===== src/assert_macros.svh =====
// assert_macros.svh: shared assertion macros
`ifndef ASSERT_MACROS_SVH
`define ASSERT_MACROS_SVH

// property holds at every clock edge outside reset
`define ATG_ASSERT(lbl, clk, rstn, prop, msg) \
    lbl: assert property (@(posedge clk) disable iff (!rstn) prop) else $error(msg);

// condition never seen outside reset
`define ATG_NEVER(lbl, clk, rstn, cond, msg) \
    lbl: assert property (@(posedge clk) disable iff (!rstn) !(cond)) else $error(msg);

`endif


===== src/atg_pkg.sv =====
// ----------------------------------------------------------------------------
// atg_pkg
// Types, constants and the arctangent table for the tilt and gyro rate block.
// ----------------------------------------------------------------------------
`default_nettype none

package atg_pkg;

    localparam int CW        = 32;
    localparam int FRAC_BITS = 12;

    typedef logic signed [CW-1:0] t_cword;
    typedef logic signed [63:0]   t_prod;

    localparam t_cword INV_GAIN_Q30 = 32'sd652032874;
    localparam logic [26:0] RECIP_10K = 27'd109951162;
    localparam logic [24:0] RECIP_131 = 25'd32786009;
    localparam logic [27:0] HALF_10K  = 28'd5000;
    localparam logic [27:0] DIV_10K   = 28'd10000;
    localparam logic [22:0] DIV_131   = 23'd131;
    localparam logic [14:0] ANGLE_MAX = 15'd9000;

    typedef struct packed {
        logic        neg;
        logic [22:0] t;
    } t_grate;

    typedef struct packed {
        logic signed [15:0] num;
        logic signed [15:0] gx;
        logic signed [15:0] gy;
        logic signed [15:0] gz;
    } t_mside;

    typedef struct packed {
        logic   zero;
        t_grate gx;
        t_grate gy;
        t_grate gz;
    } t_aside;

    typedef struct packed {
        logic        neg;
        logic [27:0] t;
        logic [54:0] prod;
    } t_cent;

    typedef struct packed {
        logic        neg;
        logic [22:0] t;
        logic [47:0] prod;
    } t_gdiv;

    // atan(2^-i) in micro-degrees
    function automatic t_cword atan_udeg(input logic [4:0] idx);
        t_cword v;
        case (idx)
            5'd0:    v = 32'sd45000000;
            5'd1:    v = 32'sd26565051;
            5'd2:    v = 32'sd14036243;
            5'd3:    v = 32'sd7125016;
            5'd4:    v = 32'sd3576334;
            5'd5:    v = 32'sd1789911;
            5'd6:    v = 32'sd895174;
            5'd7:    v = 32'sd447614;
            5'd8:    v = 32'sd223811;
            5'd9:    v = 32'sd111906;
            5'd10:   v = 32'sd55953;
            5'd11:   v = 32'sd27976;
            5'd12:   v = 32'sd13988;
            5'd13:   v = 32'sd6994;
            5'd14:   v = 32'sd3497;
            5'd15:   v = 32'sd1749;
            5'd16:   v = 32'sd874;
            5'd17:   v = 32'sd437;
            5'd18:   v = 32'sd219;
            5'd19:   v = 32'sd109;
            5'd20:   v = 32'sd55;
            5'd21:   v = 32'sd27;
            5'd22:   v = 32'sd14;
            5'd23:   v = 32'sd7;
            default: v = '0;
        endcase
        return v;
    endfunction

endpackage

`default_nettype wire


===== src/atg_cordic_stage.sv =====
// ----------------------------------------------------------------------------
// atg_cordic_stage
// One registered CORDIC vectoring iteration with a side payload carried along.
// ----------------------------------------------------------------------------
`default_nettype none

module atg_cordic_stage #(
    parameter int SHIFT  = 0,
    parameter int SIDE_W = 1
) (
    input  wire                  i_clk,
    input  wire                  i_rst_n,
    input  wire                  i_valid,
    input  atg_pkg::t_cword      i_x,
    input  atg_pkg::t_cword      i_y,
    input  atg_pkg::t_cword      i_z,
    input  wire [SIDE_W-1:0]     i_side,
    output logic                 o_valid,
    output atg_pkg::t_cword      o_x,
    output atg_pkg::t_cword      o_y,
    output atg_pkg::t_cword      o_z,
    output logic [SIDE_W-1:0]    o_side
);

    localparam atg_pkg::t_cword ATAN = atg_pkg::atan_udeg(5'(SHIFT));

    logic            r_valid;
    atg_pkg::t_cword r_x, r_y, r_z;
    logic [SIDE_W-1:0] r_side;
    atg_pkg::t_cword n_x, n_y, n_z;

    always_comb begin
        if (!i_y[atg_pkg::CW-1]) begin
            n_x = i_x + (i_y >>> SHIFT);
            n_y = i_y - (i_x >>> SHIFT);
            n_z = i_z + ATAN;
        end else begin
            n_x = i_x - (i_y >>> SHIFT);
            n_y = i_y + (i_x >>> SHIFT);
            n_z = i_z - ATAN;
        end
    end

    always_ff @(posedge i_clk) begin
        if (!i_rst_n) begin
            r_valid <= 1'b0;
        end else begin
            r_valid <= i_valid;
        end
        r_x    <= n_x;
        r_y    <= n_y;
        r_z    <= n_z;
        r_side <= i_side;
    end

    assign o_valid = r_valid;
    assign o_x     = r_x;
    assign o_y     = r_y;
    assign o_z     = r_z;
    assign o_side  = r_side;

endmodule

`default_nettype wire


===== config.mk =====
export PLATFORM = sky130hd
export DESIGN_NAME = atg_cordic_stage
export DESIGN_NICKNAME = d
export VERILOG_FILES = /design/src/assert_macros.svh /design/src/atg_pkg.sv /design/src/atg_cordic_stage.sv
export SDC_FILE = /design/constraint.sdc
export NUM_CORES = 1
export LEC_CHECK = 0
export BUFFER_PORTS_ARGS = -buffer_cell sky130_fd_sc_hd__buf_2
export CAP_MARGIN = 20
export CORE_MARGIN = 5
export CORE_UTILIZATION = 50
export CTS_CLUSTER_DIAMETER = 30
export DETAILED_ROUTE_END_ITERATION = 7
export PLACE_DENSITY = 0.75
export SETUP_SLACK_MARGIN = 0.5
export SLEW_MARGIN = 10
export SYNTH_ARGS = -nofsm -noshare
export SYNTH_HDL_FRONTEND = slang
export SYNTH_SLANG_ARGS = --single-unit

===== constraint.sdc =====
create_clock -name i_clk -period 4.7 [get_ports i_clk]
set_input_delay 0.235 -clock i_clk [delete_from_list [all_inputs] [get_ports i_clk]]
set_output_delay 0.235 -clock i_clk [all_outputs]
set_load 0.01 [all_outputs]

==> out/metrics.yaml, run 1 <==
power_switching_uw: 1170
dr_total_vias: 8706
synth.top_cells.by_area: "dfxtp_1 22%, ha_1 17%, a21oi_1 8.1%, xnor2_1 6.6%, nor2_1 4.7%"
detail-route-antenna-nets: 0
port_buffers: 197
cts_buffers: 9
fin_crit_ns: 3.20
drt_drc_violations_left: 0
synth_largest_area_cell: "dfxtp_1"
fp-row-count: 48
cp-end-kind: "flop"
slew_viol_final: 0
max-vdd-ir-drop_v: 0.000179
grt_pass1_wl_um: 41800
p_sw_share_pct: 37.9
maxCapViolCount: 0
arrival_ns: 3.43
combinationalPowerShare_pct: 42.8
clock_path_buffers: 2
syn_to_final_growth_pct: 16.4
drt_iter0_markers: 914
clock_sinks: 97
fmax_mhz: 312
synth_nets: 1328
start_kind: "input pin"
use_met1_pct: 34.2
setup_tns_ns: 0
busiest_layer: "met2"
cts_root_buffer: "clkbuf_16"
first_global_vias: 8193
postSynthCellCount: 1106
overflow: 0
hold_viol: 0
setup_viol: 0
synth_top_flop_cell: "dfxtp_1"
die_area_um2: 20100
met3_usage_pct: 4.31
dpl_worst_slack_ns: 1.17
num_antenna_cells: 0
synth.most_common_cell: "a21oi_1"
startpoint: "i_y[31]"
cp_slowest_cell: "ha_1"
clock_power_share_pct: 23.3
async_reset_ff_share_pct: 0
die_w_um: 142
nets: 1500
yosysWarnings: 0
io_pins: 198
finalCritPeriodShare_pct: 68.1
critical_path.cell_chain: "buf_4 > inv_1 > ha_1 > a21o_1 > a21oi_1 > o21ai_1 > a41o_1 > a211o_1 > a21o_1 > a31o_2 > mux2i_1 > nand4b_1"
antenna_found_initial: 0
nFillCells: 1642
ys_seq_area_share_pct: 22.4
min_from: "i_z[6]"
rsz0062_at_grt: "no"
dr.pass1.iters: 5
p_leak_uw: 0.00498
drt-wirelength-per-cell_um: 17.5
viasPerCell: 5.77
internal_power_uw: 1920
place_congestion: 0.956
max-slew-margin-rel_pct: 52.1
power_density_nw_per_um2: 306
clkSlewWorstSetupHoldPaths_ns: 0.07
synth_edf_count: 0
hold_path.class: "input pin to flop"
wl_um: 26300
path_class: "input pin to flop"
worst_slack_ns: 1.50
cpMostUsedCell: "a21o_1"
hpwl_um: 21200
htreeDepth: 3
max_slew.worst_pin.slew_ns: 0.719
grtUsageMet2_pct: 42.0
required_ns: 4.93
drive_above_1_share_pct: 19.0
cpPeakStageDelay_ns: 0.44
syn_area_um2: 8690
synth_seq_cells: 97
cts_tree: "yes"
grt_max_degree: 65
synth.distinct_cells: 87
synth_top_area_share_pct: 22.4
synthTopCellsByCount: "140 x a21oi_1, 118 x ha_1, 109 x nor2_1, 99 x inv_1, 97 x dfxtp_1"
cp_max_fo: 43
gr-usage-all-layers_pct: 25.5
syn_avg_cell_area_um2: 7.85
die_y_um: 142
p_seq_share_pct: 33.9
start_util_pct: 50.6
status: "complete, no violations"
core_area_um2: 17200
-- area by class of cell --
class / count / area (µm²) / area share [%]
multi-input cells: 862 / 6150 / 60.8
flip-flops and latches: 97 / 1940 / 19.2
repair buffers: 206 / 1070 / 10.6
inverters: 102 / 383 / 3.79
well taps: 225 / 282 / 2.78
clock buffers: 12 / 256 / 2.54
clock inverters: 4 / 26.3 / 0.260
-- placed cells by master (no fill, tap or decap), types with 5 or more instances in the layout --
cell           count
nor2_1           109
o21bai_1          12
o31ai_1           12
nand2_1           58
nand4_1            8
nor3_1            16
ha_1             118
inv_1             99
a21oi_1          140
mux2i_1           11
and2_1             6
a211o_1            9
a2111oi_0          5
a31oi_1            6
nand3_1           18
a21boi_0           6
dlygate4sd3_1      7
a221oi_1           5
a21o_1            42
clkbuf_16          9
o21a_1            11
nor4_1            10
o21ai_0           62
xor2_1            16
xnor2_1           65
nand2b_1           9
nor2b_1           10
buf_2            196
a211oi_1           9
dfxtp_1           97
-- timing repair --
| item | 4_1_cts | 5_1_grt |
|---|---|---|
| setup buffers | 0 | 0 |
| endpoints found under the hold margin | 7 | 0 |
| resized for setup | 0 | 0 |
| hold buffers | 7 | 0 |
-- critical path, delay by kind of cell --
kind            cells  cell delay (ns)
fa+ha+maj           1             0.44
buf+inv             2             0.73
compound gates      7             1.71
simple gates        1             0.16
mux                 1             0.12
-- through the flow --
step                util, %  hold slack, ns  power [µW]  cells  instance area (µm²)
finish                 58.9          0.0925        3090   1508                10100
global route           58.9          0.0875        3280   1508                10100
CTS                    58.9          0.0797        3110   1508                10100
detailed placement     56.8           0.339        2370   1485                 9760
global placement       56.8           0.337        2360   1485                 9760
floorplan                 -           0.263        1910   1106                 8690
-- final timing paths --
path	endpoint	slack (ns)	cells after the start
max	o_z[30]	1.50	12
min	o_z[6]	0.09	2
-- power by group through the flow --
stage | registers [µW] | clock network (µW) | logic, µW
6_report | 1050 | 720 | 1320
5_1_grt | 1060 | 775 | 1440
4_1_cts | 1050 | 743 | 1310
3_5_place_dp | 1070 | 0 | 1300
3_3_place_gp | 1060 | 0 | 1290
2_1_floorplan | 1170 | 0 | 749
-- cells by family after synthesis --
logic type	Yosys count	share of synthesized area, %
AOI/OAI and AO/OA	380	29.0
xor gates and xnor gates	81	8.17
adders and majority gates	122	17.9
buffers and inverters	147	6.86
DFF	97	22.4
muxes	12	1.40
and+or+nand+nor	267	14.3
-- registers in the layout, summed over array words and instances (netlist names) --
register  cells
o_y          32
o_side        1
o_x          31
o_valid       1
o_z          32
-- routing by layer --
layer  up-vias  routed length [µm]
met3        53                2090
li1       4232                   -
met5         -                   0
met1      3993               11500
met4         0                 629
met2       428               12100
No activity file was read; power rests on OpenSTA's default activity.
==> run 2, diff against run 1 <==
Clock period 4.7 ns to 3 ns, I/O delays scaled along.
==> out/metrics.yaml, run 2 (synthesized netlist as in run 1, its figures left out) <==
fin_crit_ns: 2.50
cp_num_buf_inv: 2  # unchanged
overflow: 0  # unchanged
grt_pass1_wl_um: 43800  # +4.7%
drt_iter0_markers: 844  # -7.7%
setup_viol: 0  # unchanged
hpwl_um: 22200  # +5.0%
max_slew.worst_pin.slew_ns: 0.732  # +0.0135 ns
arrival_ns: 2.72  # -0.71 ns
antenna_found_initial: 0  # unchanged
worst_slack_ns: 0.502  # -0.997 ns
num_antenna_cells: 0  # unchanged
drt-wirelength-per-cell_um: 17.7  # +1.4%
slew_viol_final: 0  # unchanged
min_from: "i_z[6]"
clock_path_buffers: 2  # unchanged
start_kind: "input pin"
status: "complete, no violations"
gr-usage-all-layers_pct: 26.5  # +1.0 points
power_density_nw_per_um2: 465  # +52%
place_congestion: 1.01  # +5.7%
final_cell_area_um2: 11100  # +10%
wl_um: 28000  # +6.3%
hold_path.class: "input pin to flop"
die_area_um2: 20100  # unchanged
p_seq_share_pct: 32.0  # -1.9 points
p_sw_share_pct: 38.0  # +0.096 points
cp_max_fo: 3  # -93%
die_w_um: 142  # unchanged
hold_viol: 0  # unchanged
critical_path.cell_chain: "buf_8 > ha_4 > fa_2 > nor2b_4 > o21ai_4 > a31oi_4 > or4b_4 > a311oi_4 > buf_6 > o31ai_4 > nor3_2 > a21oi_2 > xnor2_1"
seqCellArea_um2: 1940  # unchanged
dr.pass1.iters: 5  # unchanged
nets: 1573  # +4.9%
grt_max_degree: 65  # unchanged
drt_drc_violations_left: 0  # unchanged
io_pins: 198  # unchanged
cts_buffers: 9  # unchanged
cts_tree: "yes"
viasPerCell: 5.75  # -0.43%
place_area_um2: 10300  # +6.0%
multi_input_area_um2: 6590  # +7.1%
critPathTopFamily: "simple AND/OR/NAND/NOR gates"
start_util_pct: 50.6  # unchanged
cp_slowest_cell: "or4b_4"
layout_common_cells: "193 x buf_2, 126 x a21oi_1, 107 x nor2_1"
clock_sinks: 97  # unchanged
power_switching_uw: 1970  # +68%
hold-path-cell-count: 2  # unchanged
cp-end-kind: "flop"
rsz0062_at_grt: "yes"
fmax_mhz: 400
detail-route-antenna-nets: 0  # unchanged
max-vdd-ir-drop_v: 0.000349  # +95%
cpPeakStageDelay_ns: 0.58  # +0.14 ns
syn_to_final_growth_pct: 28.3
setup_tns_ns: 0  # unchanged
clock_power_share_pct: 22.9  # -0.4 points
cts_root_buffer: "clkbuf_16"
drive_above_1_share_pct: 28.2  # +9.2 points
path_class: "input pin to flop"
maxCapViolCount: 0  # unchanged
finalCritPeriodShare_pct: 83.3
dpl_worst_slack_ns: -0.423  # -1.60 ns
final_common_cell: "buf_2"
clkSlewWorstSetupHoldPaths_ns: 0.07  # about the same
nFillCells: 1515  # -7.7%
internal_power_uw: 3210  # +67%
fp-row-count: 48  # unchanged
htreeDepth: 3  # unchanged
combinationalPowerShare_pct: 45.1  # +2.3 points
hold_end: "o_z[6]"
core_area_um2: 17200  # unchanged
max-slew-margin-rel_pct: 51.2  # -0.90 points
required_ns: 3.23  # -1.70 ns
p_leak_uw: 0.00536  # +7.8%
dr_total_vias: 9088  # +4.4%
port_buffers: 197  # unchanged
die_y_um: 142  # unchanged
first_global_vias: 8631  # +5.3%
-- run 2: cell types whose count changed in the layout (fill, tap and decap cells not counted), sizes merged --
cell | before | now
buf | 199 | 271
clkinvlp | 1 | 3
clkinv | 2 | 1
bufinv | 0 | 1
clkbuf | 12 | 11
-- run 2: repair_timing --
item / in CTS / in global routing
resized for setup: 28 / 56
hold buffers: 7 / 0
endpoints found under the hold margin: 7 / 0
setup endpoints to repair: 14 / 26
setup buffers: 3 / 5
pin swaps: 18 / 20
-- run 2: per-stage QoR --
stage               util (%)  std cells  hold slack [ns]  total power [µW]
global placement        60.2       1550            0.253              3840
finish                  64.9       1581           0.0150              5180
floorplan                  -       1106            0.178              3030
CTS                     63.2       1576          0.00470              5090
global route            64.9       1581           0.0181              5460
detailed placement      60.2       1550            0.254              3870
-- run 2: power by group through the flow --
stage | clock network [µW] | registers, µW | logic [µW]
after floorplan | 0 | 1830 | 1200
after global placement | 0 | 1680 | 2160
after detailed placement | 0 | 1690 | 2180
after CTS | 1200 | 1660 | 2230
after global routing | 1250 | 1680 | 2520
final | 1180 | 1660 | 2340
-- run 2: how the worst max path moves through the flow --
stage                     slack (ns)    from  cells past startpoint       to
final                           0.50  i_x[0]                     13  o_x[28]
after detailed placement       -0.42  i_x[2]                     13  o_y[31]
after CTS                       0.47  i_x[0]                     13  o_x[28]
after global routing            0.40  i_x[1]                     12  o_y[31]
after global placement         -0.38  i_x[3]                     14  o_y[31]
after floorplan                 0.36  i_x[0]                     11  o_x[30]
-- run 2: routing by layer --
layer | wire length, µm | global-route usage, %
met4 | 853 | 9.90
met2 | 12900 | 43.6
met3 | 2210 | 3.07
met5 | 0 | 0
met1 | 12000 | 35.7
-- run 2: cell type report --
type | instances | share of cell area, %
Inverter | 102 | 3.48
Multi-Input combinational cell | 862 | 59.1
Timing Repair Buffer | 279 | 14.8
Sequential cell | 97 | 17.4
Clock inverter | 6 | 0.595
Clock buffer | 10 | 2.05
Tap cell | 225 | 2.53
==> run 3, diff against run 2 <==
Settings changed: ABC_AREA set to 1, PLACE_DENSITY 0.75 to 0.76.
Clock period 3 ns to 2.2 ns, I/O delays scaled along.
==> out/metrics.yaml, run 3 <==
viasPerCell: 5.21  # -9.4%
clkSlewWorstSetupHoldPaths_ns: 0.09  # +0.02 ns
finalCritPeriodShare_pct: 74.3
synth.most_common_cell: "nand2_1"
nFillCells: 2203  # +45%
synth.top_cells.by_area: "nand2_1 24%, dfxtp_1 18%, ha_1 13%, inv_1 13%, nand3_1 7.6%"
fp-row-count: 54  # +13%
synth_top_flop_cell: "dfxtp_1"
hold_viol: 0  # unchanged
min_from: "i_z[31]"
synthTopCellsByCount: "704 x nand2_1, 366 x inv_1, 167 x nand3_1, 132 x nor2_1, 118 x ha_1"
max_slew.worst_pin.slew_ns: 0.789  # +0.0568 ns
port_buffers: 197  # unchanged
gr-usage-all-layers_pct: 29.2  # +2.7 points
drt-wirelength-per-cell_um: 15.5  # -13%
die_y_um: 158  # +11%
final_common_cell: "nand2_1"
place_congestion: 1.06  # +4.9%
async_reset_ff_share_pct: 0  # unchanged
ys_seq_area_share_pct: 17.7  # -4.6 points
synth_largest_area_cell: "nand2_1"
p_leak_uw: 0.00773  # +44%
start_kind: "input pin"
first_global_vias: 11800  # +37%
fmax_mhz: 612
cts_buffers: 9  # unchanged
die_area_um2: 25000  # +24%
path_class: "input pin to flop"
io_pins: 198  # unchanged
dr.pass1.iters: 6  # +1
core_area_um2: 21700  # +26%
synth_seq_cells: 97  # unchanged
syn_area_um2: 11000  # +26%
seqCellArea_um2: 1940  # unchanged
antenna_found_initial: 0  # unchanged
arrival_ns: 1.90  # -0.82 ns
yosysWarnings: 0  # unchanged
hold-path-cell-count: 4  # +2
slew_viol_final: 0  # unchanged
htreeDepth: 3  # unchanged
status: "complete, no violations"
num_antenna_cells: 0  # unchanged
overflow: 0  # unchanged
cp-end-kind: "flop"
setup_viol: 0  # unchanged
detail-route-antenna-nets: 0  # unchanged
multi_input_area_um2: 7840  # +19%
fin_crit_ns: 1.63
clock_path_buffers: 2  # unchanged
die_w_um: 158  # +11%
wl_um: 37700  # +35%
drt_iter0_markers: 1059  # +25%
drive_above_1_share_pct: 17.4  # -11 points
synth.distinct_cells: 39  # -55%
max-vdd-ir-drop_v: 0.000332  # -5.1%
postLayoutCoreUtil_pct: 61.3  # -3.6 points
startpoint: "i_x[17]"
dr_total_vias: 12700  # +40%
power_density_nw_per_um2: 546  # +17%
clock_sinks: 97  # unchanged
hold_path.class: "input pin to flop"
postSynthCellCount: 1928  # +74%
grt_max_degree: 67  # +3.1%
rsz0062_at_grt: "yes"
nets: 2375  # +51%
grt_pass1_wl_um: 58200  # +33%
drt_drc_violations_left: 0  # unchanged
synth_nets: 2150  # +62%
synth_top_area_share_pct: 24.1  # +1.8 points
cts_tree: "yes"
syn_avg_cell_area_um2: 5.68  # -28%
hpwl_um: 31500  # +42%
synth_edf_count: 0  # unchanged
cts_root_buffer: "clkbuf_16"
cp_max_fo: 4  # +1
maxCapViolCount: 0  # unchanged
setup_tns_ns: 0  # unchanged
required_ns: 2.47  # -0.76 ns
start_util_pct: 50.5  # -0.062 points
layout_common_cells: "683 x nand2_1, 359 x inv_1, 196 x buf_2"
syn_to_final_growth_pct: 21.3
hold_end: "o_z[31]"
max-slew-margin-rel_pct: 47.4  # -3.8 points
## run 3: changes by cell type after synthesis, sizes merged, moves of 11 or more
cell and change:
a21o -38, o21ai -18, xor2 +25, nand4 +20, mux2i -11, nor2 +32
xnor2 -59, clkbuf -16, nand3 +150, inv +265, nand2 +646, buf +13
a21oi -47
## run 3: per-stage QoR
| stage | setup slack, ns | total power, µW | hold slack (ns) | instance area [µm²] | std cells |
|---|---|---|---|---|---|
| after floorplan | 0.476 | 4250 | 0.138 | 11100 | 1928 |
| after global placement | 0.0718 | 5390 | 0.214 | 12500 | 2409 |
| after detailed placement | 0.0594 | 5420 | 0.214 | 12500 | 2409 |
| after CTS | 0.501 | 7100 | 0.0489 | 12900 | 2435 |
| after global routing | 0.473 | 7740 | 0.0477 | 13300 | 2438 |
| final | 0.566 | 7260 | 0.0541 | 13300 | 2438 |
## run 3: worst max path at each step
stage,cells past startpoint,slack (ns),end
floorplan,13,0.48,o_z[29]
global placement,14,0.07,o_y[20]
detailed placement,13,0.06,o_y[22]
CTS,14,0.50,o_y[28]
global route,14,0.47,o_x[30]
finish,10,0.57,o_x[24]
## run 3: cell families (layout without fill, tap and decap cells)
kind of cell | count (synthesis) | count (layout) | synth area share, %
XOR/XNOR | 47 | 47 | 3.76
AND/OR/NAND/NOR | 1068 | 1068 | 40.2
flip-flops | 97 | 97 | 17.7
adder cells (fa/ha/maj) | 122 | 122 | 14.2
buffers and inverters | 409 | 639 | 14.9
AO/OA/AOI/OAI | 185 | 185 | 9.29
## run 3: per-layer routing
metal,wire [µm],global-route usage (%),vias up,share of wire [%]
met5,0,0,-,0
met1,16200,38.7,5696,43
met2,17000,49.1,527,45
li1,-,-,6397,-
met4,1290,9.71,0,3.4
met3,3190,3.77,74,8.4
## run 3: repair_timing
item,in CTS,in global routing
gates resized for setup,6,95
setup buffers,0,3
endpoints found under the hold margin,9,0
setup endpoints to repair,14,49
pin swaps,0,1
hold buffers,10,0
## run 3: power by group
part | total, µW | switching (µW) | internal (µW) | leakage (µW)
clock network | 1670 | 857 | 814 | 0.000146
registers | 2170 | 97.1 | 2080 | 0.000818
logic | 3410 | 2160 | 1250 | 0.00677
total | 7260 | 3110 | 4140 | 0.00773
## run 3: cell type report
type,count,share of cell area [%]
clock buffer,9,1.69
clock inverter,7,0.603
inverter,367,10.4
multi-input combinational,1422,59.0
sequential,97,14.6
tap,280,2.64
timing repair buffer,256,11.0
## run 3: critical path, stage by stage
cell     delay [ns]
buf_2          0.10
inv_1          0.04
ha_1           0.37
inv_1          0.16
a21oi_1        0.27
o21ai_0        0.13
a21oi_1        0.31
nand4_1        0.22
nand3_1        0.13
nand2_1        0.06
